**src/rtl/core/agd_pkg.sv**
```systemverilog
// shared widths, register map and defaults for the adc glitch detector
package agd_pkg;

	localparam int SAMPLE_W  = 16;
	localparam int THR_W     = 16;
	localparam int CHAN_W    = 2;
	localparam int CIU_W     = 3;
	localparam int STEP_W    = SAMPLE_W + 1;
	localparam int COUNT_W   = 32;
	localparam int PADDR_W   = 3;
	localparam int PDATA_W   = 32;

	localparam int AGD_MAX_FRAMES    = 262144;
	localparam int AGD_MAX_CHANNELS  = 4;
	localparam int AGD_SETTLE_FRAMES = 64;

	localparam logic [THR_W-1:0] THRESHOLD_RST = THR_W'(64);
	localparam logic [CIU_W-1:0] CIU_RST       = CIU_W'(2);

	// register word index, taken from paddr[2]
	typedef enum logic {
		REG_THRESHOLD = 1'b0,
		REG_CHANNELS  = 1'b1
	} reg_idx_t;

	// per-channel history entry
	typedef struct packed {
		logic                primed;
		logic [SAMPLE_W-1:0] sample;
	} hist_t;

endpackage

```
**src/rtl/core/agd_chan_hist.sv**
```systemverilog
// per-channel history: last sample and primed flag of each channel
module agd_chan_hist #(
	parameter int MAX_CHANNELS = agd_pkg::AGD_MAX_CHANNELS,
	parameter int IDX_W        = (MAX_CHANNELS > 1) ? $clog2(MAX_CHANNELS) : 1
) (
	input  logic                        clk,
	input  logic                        arst_n,
	input  logic [IDX_W-1:0]            idx,
	input  logic                        wr_en,
	input  logic [agd_pkg::SAMPLE_W-1:0] wr_sample,
	output agd_pkg::hist_t              rd_entry
);
	import agd_pkg::*;

	logic [SAMPLE_W-1:0]     sample_q [MAX_CHANNELS];
	logic [MAX_CHANNELS-1:0] primed_q;

	// sample data is only looked at once the channel is primed
	always_ff @(posedge clk) begin
		if (wr_en) begin
			sample_q[idx] <= wr_sample;
		end
	end

	always_ff @(posedge clk or negedge arst_n) begin
		if (!arst_n) begin
			primed_q <= '0;
		end else if (wr_en) begin
			primed_q[idx] <= 1'b1;
		end
	end

	always_comb begin
		rd_entry.primed = primed_q[idx];
		rd_entry.sample = sample_q[idx];
	end

endmodule

```
**src/rtl/core/adc_glitch_detector_core.sv**
```systemverilog
// top level of the adc glitch detector: input stage, step check, counters and result register
//
// usage
// - sample channel: sample, channel and block_start move with sample_valid/sample_ready;
//   one transfer per interleaved converter sample, block_start on the first sample of a block
// - result channel: one result transfer per sample transfer, in order, carrying the glitch
//   flag, the counted flag, the signed step and the running error count and frame bounds
// - config: apb-style port, threshold at byte address 0, channels_in_use at byte address 4;
//   pready is tied high, write config only while no sample is in flight
// - path: an accepted sample is held in the input register, then its result in the result
//   register, which drives the result channel
// - throughput: one sample per cycle while not stalled; the step check and the history and
//   counter updates all sit in the single compute stage between the input and result registers
// - stall: when result_ready is low the result register holds; one more sample still enters
//   the input register, then sample_ready drops until the result is taken
// - reset: arst_n clears the pipeline, the channel history, the frame counter, the error count
//   and the glitch frame bounds (first bound back to MAX_FRAMES), and loads the register defaults
module adc_glitch_detector_core #(
	parameter int MAX_FRAMES    = agd_pkg::AGD_MAX_FRAMES,
	parameter int MAX_CHANNELS  = agd_pkg::AGD_MAX_CHANNELS,
	parameter int SETTLE_FRAMES = agd_pkg::AGD_SETTLE_FRAMES,
	parameter int FRAME_W       = $clog2(MAX_FRAMES)
) (
	input  logic                          clk,
	input  logic                          arst_n,
	// config port
	input  logic                          psel,
	input  logic                          penable,
	input  logic                          pwrite,
	input  logic [agd_pkg::PADDR_W-1:0]   paddr,
	input  logic [agd_pkg::PDATA_W-1:0]   pwdata,
	output logic [agd_pkg::PDATA_W-1:0]   prdata,
	output logic                          pready,
	// sample channel
	input  logic                          sample_valid,
	output logic                          sample_ready,
	input  logic [agd_pkg::SAMPLE_W-1:0]  sample,
	input  logic [agd_pkg::CHAN_W-1:0]    channel,
	input  logic                          block_start,
	// result channel
	output logic                          result_valid,
	input  logic                          result_ready,
	output logic                          glitch,
	output logic                          counted,
	output logic signed [agd_pkg::STEP_W-1:0] step,
	output logic [agd_pkg::COUNT_W-1:0]   error_count,
	output logic [FRAME_W:0]              first_glitch_frame,
	output logic [FRAME_W-1:0]            last_glitch_frame
);
	import agd_pkg::*;

	localparam int IDX_W  = (MAX_CHANNELS > 1) ? $clog2(MAX_CHANNELS) : 1;
	localparam int CHX_W  = 4;   // holds channel numbers and channel counts up to 15
	localparam logic [FRAME_W-1:0] FRAME_LAST = FRAME_W'(MAX_FRAMES - 1);
	localparam logic [FRAME_W:0]   FRAME_NONE = (FRAME_W + 1)'(MAX_FRAMES);
	localparam logic [CHX_W-1:0]   CH_MAX     = CHX_W'(MAX_CHANNELS);

	// ---------------------------------------------------------------- config registers
	logic [THR_W-1:0] threshold_q;
	logic [CIU_W-1:0] ciu_q;
	logic             cfg_wr;
	reg_idx_t         cfg_idx;

	assign pready  = 1'b1;
	assign cfg_idx = reg_idx_t'(paddr[2]);
	assign cfg_wr  = psel && penable && pwrite;

	always_ff @(posedge clk or negedge arst_n) begin
		if (!arst_n) begin
			threshold_q <= THRESHOLD_RST;
			ciu_q       <= CIU_RST;
		end else if (cfg_wr) begin
			case (cfg_idx)
				REG_THRESHOLD: threshold_q <= pwdata[THR_W-1:0];
				REG_CHANNELS:  ciu_q       <= pwdata[CIU_W-1:0];
				default: ;
			endcase
		end
	end

	always_comb begin
		case (cfg_idx)
			REG_THRESHOLD: prdata = {{(PDATA_W-THR_W){1'b0}}, threshold_q};
			REG_CHANNELS:  prdata = {{(PDATA_W-CIU_W){1'b0}}, ciu_q};
			default:       prdata = '0;
		endcase
	end

	// ---------------------------------------------------------------- pipeline control
	logic valid_s1, valid_s2;
	logic adv_s1, take_s1;

	// result register frees up when empty or being taken
	assign adv_s1       = valid_s1 && (!valid_s2 || result_ready);
	assign sample_ready = !valid_s1 || adv_s1;
	assign take_s1      = sample_valid && sample_ready;

	always_ff @(posedge clk or negedge arst_n) begin
		if (!arst_n) begin
			valid_s1 <= 1'b0;
			valid_s2 <= 1'b0;
		end else begin
			if (take_s1) begin
				valid_s1 <= 1'b1;
			end else if (adv_s1) begin
				valid_s1 <= 1'b0;
			end
			if (adv_s1) begin
				valid_s2 <= 1'b1;
			end else if (result_ready) begin
				valid_s2 <= 1'b0;
			end
		end
	end

	// ---------------------------------------------------------------- input register
	logic [SAMPLE_W-1:0] sample_s1;
	logic [CHAN_W-1:0]   channel_s1;
	logic                start_s1;

	always_ff @(posedge clk) begin
		if (take_s1) begin
			sample_s1  <= sample;
			channel_s1 <= channel;
			start_s1   <= block_start;
		end
	end

	// ---------------------------------------------------------------- compute stage
	logic [CHX_W-1:0]  chan_mod;
	logic [IDX_W-1:0]  chan_idx;
	logic [CHX_W-1:0]  eff_ch;
	logic              frame_wrap;
	hist_t             hist;

	// channel folded into the history depth by repeated subtraction
	always_comb begin
		chan_mod = {{(CHX_W-CHAN_W){1'b0}}, channel_s1};
		for (int k = 0; k < (1 << CHAN_W); k++) begin
			if (chan_mod >= CH_MAX) begin
				chan_mod = chan_mod - CH_MAX;
			end
		end
	end

	assign chan_idx = chan_mod[IDX_W-1:0];

	// channels in use clamped to 1..MAX_CHANNELS
	always_comb begin
		eff_ch = {1'b0, ciu_q};
		if (eff_ch == '0) begin
			eff_ch = CHX_W'(1);
		end else if (eff_ch > CH_MAX) begin
			eff_ch = CH_MAX;
		end
	end

	assign frame_wrap = (chan_mod + CHX_W'(1)) >= eff_ch;

	agd_chan_hist #(
		.MAX_CHANNELS (MAX_CHANNELS),
		.IDX_W        (IDX_W)
	) u_hist (
		.clk       (clk),
		.arst_n    (arst_n),
		.idx       (chan_idx),
		.wr_en     (adv_s1),
		.wr_sample (sample_s1),
		.rd_entry  (hist)
	);

	// step against the previous sample; first sample of a channel only primes it
	logic signed [STEP_W-1:0] step_c;
	logic [STEP_W-1:0]        mag_c;
	logic                     glitch_c;

	always_comb begin
		if (hist.primed) begin
			step_c = $signed({1'b0, sample_s1}) - $signed({1'b0, hist.sample});
		end else begin
			step_c = '0;
		end
		mag_c    = step_c[STEP_W-1] ? STEP_W'(-step_c) : STEP_W'(step_c);
		glitch_c = mag_c > {1'b0, threshold_q};
	end

	// frame tracking and counters
	logic [FRAME_W-1:0] frame_index_q;
	logic               later_block_q;
	logic               seen_data_q;
	logic [COUNT_W-1:0] total_q;
	logic [FRAME_W:0]   min_frame_q;
	logic [FRAME_W-1:0] max_frame_q;

	logic [FRAME_W-1:0] frame_c;
	logic [FRAME_W-1:0] frame_next;
	logic               later_c;
	logic               outside_c;
	logic               counted_c;
	logic [COUNT_W-1:0] total_c;
	logic [FRAME_W:0]   min_c;
	logic [FRAME_W-1:0] max_c;

	always_comb begin
		// block start restarts the frame count on this very sample
		frame_c = start_s1 ? '0 : frame_index_q;
		later_c = later_block_q || (start_s1 && seen_data_q);

		// settling window: frames 1..SETTLE_FRAMES-1, plus frame 0 of the first block
		outside_c = (32'(frame_c) >= 32'(SETTLE_FRAMES)) || (later_c && (frame_c == '0));
		counted_c = glitch_c && outside_c;

		total_c = total_q;
		min_c   = min_frame_q;
		max_c   = max_frame_q;
		if (counted_c) begin
			if (total_q != '1) begin
				total_c = total_q + COUNT_W'(1);
			end
			if ({1'b0, frame_c} < min_frame_q) begin
				min_c = {1'b0, frame_c};
			end
			if (frame_c > max_frame_q) begin
				max_c = frame_c;
			end
		end

		// last channel of the frame moves the index on, saturating at the last frame
		frame_next = frame_c;
		if (frame_wrap && (frame_c < FRAME_LAST)) begin
			frame_next = frame_c + FRAME_W'(1);
		end
	end

	always_ff @(posedge clk or negedge arst_n) begin
		if (!arst_n) begin
			frame_index_q <= '0;
			later_block_q <= 1'b0;
			seen_data_q   <= 1'b0;
			total_q       <= '0;
			min_frame_q   <= FRAME_NONE;
			max_frame_q   <= '0;
		end else if (adv_s1) begin
			frame_index_q <= frame_next;
			later_block_q <= later_c;
			seen_data_q   <= 1'b1;
			total_q       <= total_c;
			min_frame_q   <= min_c;
			max_frame_q   <= max_c;
		end
	end

	// ---------------------------------------------------------------- result register
	logic                     glitch_s2;
	logic                     counted_s2;
	logic signed [STEP_W-1:0] step_s2;
	logic [COUNT_W-1:0]       count_s2;
	logic [FRAME_W:0]         first_s2;
	logic [FRAME_W-1:0]       last_s2;

	always_ff @(posedge clk) begin
		if (adv_s1) begin
			glitch_s2  <= glitch_c;
			counted_s2 <= counted_c;
			step_s2    <= step_c;
			count_s2   <= total_c;
			first_s2   <= min_c;
			last_s2    <= max_c;
		end
	end

	assign result_valid       = valid_s2;
	assign glitch             = glitch_s2;
	assign counted            = counted_s2;
	assign step               = step_s2;
	assign error_count        = count_s2;
	assign first_glitch_frame = first_s2;
	assign last_glitch_frame  = last_s2;

endmodule
```
**config.mk**
```make
export PLATFORM = sky130hd
export DESIGN_NAME = adc_glitch_detector_core
export DESIGN_NICKNAME = d
export VERILOG_FILES = /design/src/rtl/core/agd_pkg.sv /design/src/rtl/core/agd_chan_hist.sv /design/src/rtl/core/adc_glitch_detector_core.sv
export SDC_FILE = /design/constraint.sdc
export NUM_CORES = 1
export LEC_CHECK = 0
export BUFFER_PORTS_ARGS = -buffer_cell sky130_fd_sc_hd__clkbuf_2
export CAP_MARGIN = 15
export CORE_ASPECT_RATIO = 1.75
export CORE_MARGIN = 3
export CORE_UTILIZATION = 45
export CTS_BUF_LIST = sky130_fd_sc_hd__clkbuf_8
export DETAILED_ROUTE_END_ITERATION = 8
export SLEW_MARGIN = 20
export SYNTH_ARGS = -nofsm -noshare
export SYNTH_HDL_FRONTEND = slang
export SYNTH_HIERARCHICAL = 1
export SYNTH_SLANG_ARGS = --single-unit
```
**constraint.sdc**
```tcl
create_clock -name clk -period 14.75 [get_ports clk]
set_input_delay 1.475 -clock clk [delete_from_list [all_inputs] [get_ports clk]]
set_output_delay 1.475 -clock clk [all_outputs]
set_load 0.05 [all_outputs]
```
* Yosys cells after proc, flatten, opt, wreduce, memory -nomap -nowiden *
Memories as Yosys holds them, arrays and structs flattened. A register that Yosys moved wholly into a read port is not among the register bits.
Index checks and enable logic that the tools add are counted.

operators by class
  add/subtract/negate cells = 5
  $lt $le $gt $ge = 9
  equal/unequal tests = 1
  multiplexer cells = 24
  bitwise gates (word level) = 2
  reductions and logical operators = 21

operators with widths
  kind                   number
  $mux 18                4
  $mux 32                2
  $pmux 32 s2            1
  $mux 19                2
  $mux 17                2
  $add 32x1->32 const B  1
  $ne 32x32->1 const B   1
  $lt 18x19->1           1
  $add 18x1->18 const B  1
  $ge 18x7->1 const B    1
  $gt 18x18->1           1
  $logic_not 18->1       1
  $lt 18x18->1 const B   1
  $gt 17x16->1           1
  $neg 17->17            1
  $sub 16x16->17         1
  $logic_and 1x1->1      9
  $mux 1                 8
  $mux 3                 2
  $ge 3x4->1             1
  $logic_or 1x1->1       4
  $or 4x4->4             1
  $reduce_and 2->1       2
  $reduce_bool 2->1      2
  other kinds (10)       11

word-level totals
  register bits after elaboration = 221
  RAM bits = 64
  word-level logic and storage cells = 83
  memories kept = 1

memory list
  memory           depth  width  rd ports  clocked after Yosys merged registers in  write ports  line                 RTL
  u_hist.sample_q  4      16     1         1                                        1            agd_chan_hist.sv:15  logic [SAMPLE_W-1:0] sample_q [MAX_CHANNELS];

* Longest topological paths before layout *
Gate-level depths: netlist of run 1.

  depth in word-level cells = 8
  gate-level depth with buffers = 28
  depth with buffers taken out = 24

* By module *
Netlist of run 1, hierarchy kept.

by module, submodules not included
  module                    times used  cells an instance  area each (um^2)  sequential area each (um^2)
  adc_glitch_detector_core  1           1152               12014.0           5969.5
  agd_chan_hist             1           98                 2499.9            2021.9

* Worst setup path after synthesis of run 1 *
Ideal clock, no wire load.

  path type = in2reg
  start = input port result_ready
  end = memory u_hist.sample_q[0][0] (enable)
  setup time = 0.414 ns
  data arrival time = 6.029 ns
  data required time = 14.336 ns
  path slack = 8.307 ns
  stages on the path = 5
  buffers on the path = 1
  path through = nand2b_1 nand2_1 clkinv_1 clkbuf_1 nor3b_1

on the way
  word-level cells in the longest chain between the ends = 4

ends and longest elaborated chain
  what                          line                            RTL
  start, declared               adc_glitch_detector_core.sv:42  input logic result_ready,
  $logic_or 1x1->1              adc_glitch_detector_core.sv:94  assign adv_s1 = valid_s1 && (!valid_s2 || result_ready);
  $logic_and 1x1->1             adc_glitch_detector_core.sv:94
  named net adv_s1              adc_glitch_detector_core.sv:91  logic adv_s1, take_s1;
  $mux 1                        agd_chan_hist.sv:20             if (wr_en) begin
  $mux 1 (implied by the code)  agd_chan_hist.sv:21             sample_q[idx] <= wr_sample;
  end, declared                 agd_chan_hist.sv:15

The timed path passes the listed nets, and every way through them passes these cells.

* Worst setup path after layout of run 1 *
  start = register channel_s1[0] (netlist: chan_idx[0])
  end = register min_frame_q[2]

on the way
  word-level cells in the longest chain between the ends = 8

ends and longest elaborated chain
  what                            line                             RTL
  start, declared                 adc_glitch_detector_core.sv:118  logic [CHAN_W-1:0] channel_s1;
  start signal, assigned          adc_glitch_detector_core.sv:124  channel_s1 <= channel;
  $bmux 1 s2 *                    agd_chan_hist.sv:34              rd_entry.primed = primed_q[idx];
  $mux 1 (implied by the code) *  agd_chan_hist.sv:34
  $mux 17 *                       adc_glitch_detector_core.sv:178  if (hist.primed) begin
  $neg 17->17                     adc_glitch_detector_core.sv:183  mag_c = step_c[STEP_W-1] ? STEP_W'(-step_c) : STEP_W'(step_c);
  $mux 17 *                       adc_glitch_detector_core.sv:183
  $gt 17x16->1 *                  adc_glitch_detector_core.sv:184  glitch_c = mag_c > {1'b0, threshold_q};
  $logic_and 1x1->1 *             adc_glitch_detector_core.sv:211  counted_c = glitch_c && outside_c;
  $mux 19 *                       adc_glitch_detector_core.sv:216  if (counted_c) begin
  end signal, assigned            adc_glitch_detector_core.sv:248  min_frame_q <= min_c;
  end, declared                   adc_glitch_detector_core.sv:192  logic [FRAME_W:0] min_frame_q;

Mark *: on every way between the ends. The rest lies on a longest branch, timed or not. The select of a mux whose other input is x is not followed.
A chain may end at the register's enable or synchronous reset.

==> results of run 1 <==
[cells in the final DEF (no fill, tap or decap), types with 11 or more instances in the layout]
cell,count
nand2b_1,19
nand3_1,57
xnor2_1,74
mux2_2,38
dfrtp_1,111
clkbuf_8,47
mux4_2,16
clkinv_1,11
and3_1,20
xor2_1,21
a21oi_1,39
nand4_1,28
ha_1,75
edfxtp_1,171
nand2_1,119
inv_1,100
o21ai_0,74
conb_1,17
buf_4,22
clkbuf_2,147
nor3_1,17
nor2b_1,30
nor2_1,64
[layer usage]
metal / global-route usage, % / vias to the layer above / wire (microns)
li1: - / 4754 / -
met1: 21.6 / 4747 / 12500
met2: 38.1 / 184 / 19100
met3: 2.91 / 72 / 1110
met4: 8.56 / 0 / 1450
met5: 0 / - / 0
[where the power goes]
part	total (mW)	internal (mW)	switching, mW
clock network	0.689	0.383	0.307
registers	0.960	0.926	0.0338
logic	0.621	0.186	0.434
[kinds of logic (layout without fill, tap and decap cells)]
logic type | after synthesis | after routing | synth area share [%]
buffers and inverters | 154 | 341 | 4.95
XOR/XNOR | 95 | 95 | 5.73
multiplexers | 66 | 66 | 6.61
flip-flops | 285 | 285 | 55.1
AO/OA/AOI/OAI | 174 | 174 | 7.31
AND/OR/NAND/NOR | 398 | 398 | 13.7
other | 2 | 17 | 0.0517
adder cells (fa/ha/maj) | 76 | 76 | 6.60
[critical path, stage by stage, from the launching register on]
cell       delay [ns]
edfxtp_1         0.32
buf_4            0.39
mux4_2           0.55
inv_1            0.08
ha_1             0.30
a21oi_1          0.49
a21oi_1          0.19
or4b_2           0.66
nand3_1          0.23
o21ai_0          0.20
and3_1           0.26
nor2_1           0.12
xnor2_1          0.10
ha_1             0.32
nand4_1          0.12
nor2_1           0.19
o31ai_1          0.10
o2111ai_1        0.08
o211a_1          0.17
o31ai_1          0.11
or2_2            0.45
a21oi_4          0.69
and2_4           0.52
mux2_2           0.38
[worst min path at each step]
stage | startpoint | endpoint | slack, ns | depth (start not counted)
final | u_hist/primed_q[2] | u_hist/primed_q[2] | 0.47 | 1
after global routing | u_hist/primed_q[2] | u_hist/primed_q[2] | 0.49 | 1
after CTS | u_hist/primed_q[2] | u_hist/primed_q[2] | 0.46 | 1
after detailed placement | u_hist/primed_q[2] | u_hist/primed_q[2] | 0.45 | 1
after global placement | u_hist/primed_q[2] | u_hist/primed_q[2] | 0.44 | 1
after floorplan | u_hist/primed_q[2] | u_hist/primed_q[2] | 0.43 | 1
[state kept, by name, summed over array words and instances (netlist names), 17 cells and up]
signal,count
frame_index_q,18
max_frame_q,18
u_hist/sample_q,64
total_q,32
first_glitch_frame,19
error_count,32
min_frame_q,19
step,17
last_glitch_frame,18
[area by class of cell]
class | instances | area, sq um
fill | 2857 | 15100
sequential | 285 | 7990
multi-input combinational | 826 | 5870
timing repair buffer | 169 | 901
clock buffer | 47 | 647
tap | 396 | 495
inverter | 92 | 353
clock inverter | 33 | 264
==> results.toml, run 1 <==
[clock_tree]
htree_num_levels = 2
clk-insertion-delay-late_ns = 0.56
numCtsBuffers = 44
tritoncts_clock_tree = "yes"
cts_post_setup_buffers_inserted = 0
clkSinkCount = 285
clock_tree.root_cell = "clkbuf_8"
cts_hold_buffers = 0
clk_pin_slew_ns = 0.06
cts_buffer_depth = 3
cts_repair_resize_count = 0

[logic_synthesis]
ys_dominant_reg_cell = "edfxtp_1"
synth-warning-count = 6
synth_area_per_cell_sq_um = 11.6
synth.lib_cells_used.distinct = 75
ys_top_cells_by_count = "edfxtp_1, nand2_1, dfrtp_1"
number_of_synthesized_flops_with_an_enable_pin = 171
syn-instance-count = 1250
ys_ff_latch = 285
yosys.cell_count.top_type = "edfxtp_1"
async_set_or_reset_register_ratio_after_synthesis_pct = 40.0
post-synth-top-area-fraction_pct = 35.4
synth-seq-area-share_pct = 55.1
synth_area_sq_mm = 0.0145
yosys_top_cell_by_area = "edfxtp_1"
yosys-top-cells-area = "edfxtp_1, dfrtp_1, ha_1"

[setup_path]
worst_r2r_startpoint = "chan_idx[0]"
cp_data_required_time_ns = 15.19
endpoint_kind = "flip-flop"
worst_setup_path_startpoint = "chan_idx[0]"
r2r.worst_path.cells = 23
worst-r2r-setup-slack_ns = 7.59
worstPathMaxFanout = 36
worst_r2r_endpoint = "min_frame_q[2]"
worstSetupPathType = "reg -> reg"
cp_data_arrival_time_ns = 7.60
timing.critical_path.from_type = "flip-flop"
crit_path_end = "min_frame_q[2]"

[global_routing]
grt_start_max_net_pins = 65
grt_first_pass_wirelength_mm = 54.6
first_global_vias = 10100
total_routing_resource_utilization_after_global_routing_pct = 20.0
antenna_found_initial = 0
grt_remaining_overflow = 0

[floorplanning]
die_extent_in_y_microns = 244
dieWidth_microns = 142
ioPinCount = 184
starting_density_of_the_core_pct = 45.9
design.die.area_sq_mm = 0.0345
core-area_sq_mm = 0.0316
std_cell_rows = 86

[drt]
initialDrtViolationCount = 484
detail_route.wirelength_mm = 34.2
vias = 9757
remaining_drc_errors = 0
wl_per_cell_microns = 18.5
first_pass_iters = 5
avgViaCountPerCell = 5.28
antenna_violating_nets_post_route = 0

[pwr]
max-vdd-ir-drop_uv = 89.1
power_per_cell_area_mw_per_mm2 = 137
totalPowerFinal_mw = 2.27
power.static_leakage_nw = 6.99

[sta]
setup-tns-final_ns = 0
timing_worst_slew_pin_value_ns = 1.08
setup_repair_after_global_routing_missed_its_margin = "no"
final-hold-violation-count = 0
period_share_pct = 48.6
final_period_minus_worst_setup_slack_ns = 7.16
whs_ns = 0.471
skew_ns = 0.0173
final_number_of_setup_violating_endpoints = 0
final_slew_viol_count = 0
slew-limit-headroom_pct = 27.7
finalWorstSetupSlack_ns = 7.59
clock.fmax_ghz = 0.140

[final_layout]
area_delta_synth_final_pct = 13.9
final_net_count = 1555
finalCoreUtilization_pct = 52.2
fin_area_sq_mm = 0.0165
insertedDiodeCount = 0
stdcell_count = 1848
drive_gt1_share_pct = 21.4

[place]
placement.io_buffers = 148
routabilityCongestion = 0.824
placed_area_sq_mm = 0.0156
detailed_place_hpwl_mm = 24.5
place_ws_ns = 7.60
placed_cells_incl_taps = 1768

[status]
outcome = "complete, no violations"

[hold_path]
hold_path_class = "reg -> reg"

[job]
max_cap_violations = 0
Note: power is estimated with default switching activity, not from simulation.
==> run 2, diff against run 1 <==
==> constraint.sdc (replaced) <==
create_clock -name clk -period 6.7 [get_ports clk]
set_input_delay 0.67 -clock clk [delete_from_list [all_inputs] [get_ports clk]]
set_output_delay 0.67 -clock clk [all_outputs]
set_load 0.05 [all_outputs]
==> run 2 against run 1 <==
Compared with the run above: global-route usage is 0.094 points higher; clock power is 110% higher; setup slack worse by 7.2 ns; count of clock-buffer cells in the layout is 4 higher; non-clock buffer count is 7 higher; utilization hardly changed.
==> results.toml, run 2 (synthesized netlist as in run 1, its figures left out) <==
[final_layout]
final_net_count = 1562
finalCoreUtilization_pct = 52.3
mostFrequentLayoutCell = "edfxtp_1"
largest_register = "u_hist/sample_q"
largest_reg_flops = 64
drive_gt1_share_pct = 22.0
fillCellCount = 2873
mostFrequentLayoutCells = "edfxtp_1, clkbuf_2, nand2_1"
area_delta_synth_final_pct = 13.9
stdcell_count = 1856

[clock_tree]
clk-insertion-delay-late_ns = 0.57
tritoncts_clock_tree = "yes"
numCtsBuffers = 44
htree_num_levels = 2
clk_pin_slew_ns = 0.07
clock_tree.root_cell = "clkbuf_8"
cts_buffer_depth = 3
clkSinkCount = 285

[setup_path]
worstSetupPathType = "reg -> reg"
worst-r2r-setup-slack_ns = 0.38
slowest_stage = "or4b_2"
endpoint_kind = "flip-flop"
timing.critical_path.buf_inv = 2
r2r.worst_path.cells = 23
crit_path_cell_trace = "buf_4 > mux4_2 > inv_1 > ha_1 > nor2b_1 > o211ai_1 > a21oi_1 > or4b_2 > nand3_1 > o21ai_0 > and3_1 > nor2_1 > xnor2_1 > ha_1 > nand4_1 > nor2_1 > o31ai_1 > o2111ai_1 > o211a_1 > o31ai_1 > or2_2 > a21bo_2 > mux2_2"
cp_data_arrival_time_ns = 6.62
timing.critical_path.slowest_cell_delay_ns = 0.65
cp_num_cells = 23
timing.critical_path.from_type = "flip-flop"
worst_r2r_startpoint = "chan_idx[0]"
cp_top_family = "simple AND/OR/NAND/NOR gates"
cp_data_required_time_ns = 7.01
crit_path_end = "error_count[1]"
worstPathMaxFanout = 14
worst_setup_path_startpoint = "chan_idx[0]"
worst_r2r_endpoint = "error_count[1]"

[place]
placed_cells_incl_taps = 1775
placement.io_buffers = 148
detailed_place_hpwl_mm = 24.9
routabilityCongestion = 0.859

[floorplanning]
dieWidth_microns = 142
die_extent_in_y_microns = 244
ioPinCount = 184
starting_density_of_the_core_pct = 45.9
core-area_sq_mm = 0.0316
std_cell_rows = 86
design.die.area_sq_mm = 0.0345

[global_routing]
antenna_found_initial = 1
grt_start_max_net_pins = 70
grt_first_pass_wirelength_mm = 54.5
first_global_vias = 10200
total_routing_resource_utilization_after_global_routing_pct = 20.1
grt_remaining_overflow = 0

[pwr]
power_frac_seq_pct = 42.9
p_int_mw = 3.21
netSwitchingFraction_pct = 34.9
pwr-share-comb_pct = 28.4
power.switching_mw = 1.72
clock_power_share_pct = 28.8
totalPowerFinal_mw = 4.93
power_per_cell_area_mw_per_mm2 = 298
max-vdd-ir-drop_uv = 233
power.static_leakage_nw = 7.01

[job]
max_cap_violations = 0

[sta]
timing_worst_slew_pin_value_ns = 1.10
setup-tns-final_ns = 0
period_share_pct = 94.3
skew_ns = 0.0256
clock.fmax_ghz = 0.158
setup_repair_after_global_routing_missed_its_margin = "no"
final-hold-violation-count = 0
final_number_of_setup_violating_endpoints = 0
whs_ns = 0.234
final_slew_viol_count = 0
final_period_minus_worst_setup_slack_ns = 6.32
slew-limit-headroom_pct = 26.8

[drt]
vias = 9907
antenna_violating_nets_post_route = 0
initialDrtViolationCount = 489
first_pass_iters = 5
wl_per_cell_microns = 18.7
avgViaCountPerCell = 5.34
detail_route.wirelength_mm = 34.7
remaining_drc_errors = 0

[status]
outcome = "complete, no violations"

[hold_path]
hold_path_class = "in -> async"
[run 2: power groups by stage]
stage	sequential [mW]	combinational [mW]	clock [mW]
4_1_cts	2.12	1.41	1.48
3_3_place_gp	2.15	1.40	0
6_report	2.11	1.40	1.42
2_1_floorplan	2.33	0.870	0
5_1_grt	2.13	1.53	1.55
3_5_place_dp	2.15	1.41	0
[run 2: layout make-up]
class                   instances  area, sq um  share of cell area, %
diodes                          1         2.50                 0.0151
clock buffers                  51          702                   4.25
clock inverters                29          146                  0.885
inverters                      92          353                   2.13
multi-input cells             826         5880                   35.6
flip-flops and latches        285         7990                   48.3
well taps                     396          495                   3.00
repair buffers                176          966                   5.84
[run 2: worst reg2reg max path: cells and delay by family (launching register included)]
| family | cells | cell delay (ns) |
|---|---|---|
| simple gates | 8 | 1.93 |
| xor+xnor | 1 | 0.15 |
| compound gates | 8 | 1.81 |
| mux | 2 | 0.90 |
| fa+ha+maj | 2 | 0.55 |
| flops | 1 | 0.40 |
| buf+inv | 2 | 0.33 |
[run 2: worst min path at each step]
stage / startpoint / end / slack (ns) / cells past startpoint
6_report: arst_n / max_frame_q[4] / 0.23 / 1
5_1_grt: block_start / start_s1 / 0.24 / 1
4_1_cts: block_start / start_s1 / 0.22 / 1
3_5_place_dp: u_hist/primed_q[2] / u_hist/primed_q[2] / 0.45 / 1
3_3_place_gp: u_hist/primed_q[2] / u_hist/primed_q[2] / 0.45 / 1
2_1_floorplan: arst_n / ciu_q[0] / 0.37 / 0
[run 2: metal layers]
| layer | vias to the layer above | routed length [microns] | track usage [%] |
|---|---|---|---|
| met5 | - | 0 | 0 |
| li1 | 4769 | - | - |
| met2 | 222 | 19500 | 38.8 |
| met1 | 4843 | 12400 | 21.4 |
| met3 | 73 | 1330 | 2.93 |
| met4 | 0 | 1390 | 8.33 |
[run 2: what timing repair did]
action                     in CTS  in global routing
gates resized for setup         0                  1
setup buffers                   0                  0
hold buffers                    0                  0
setup endpoints to repair       0                  3
[run 2: per-stage QoR]
step | instance area [sq um] | setup WS, ns
after global placement | 15700 | 0.362
after global routing | 16500 | 0.00237
after floorplan | 14600 | 0.798
final | 16500 | 0.383
after CTS | 16500 | 0.330
after detailed placement | 15700 | 0.347
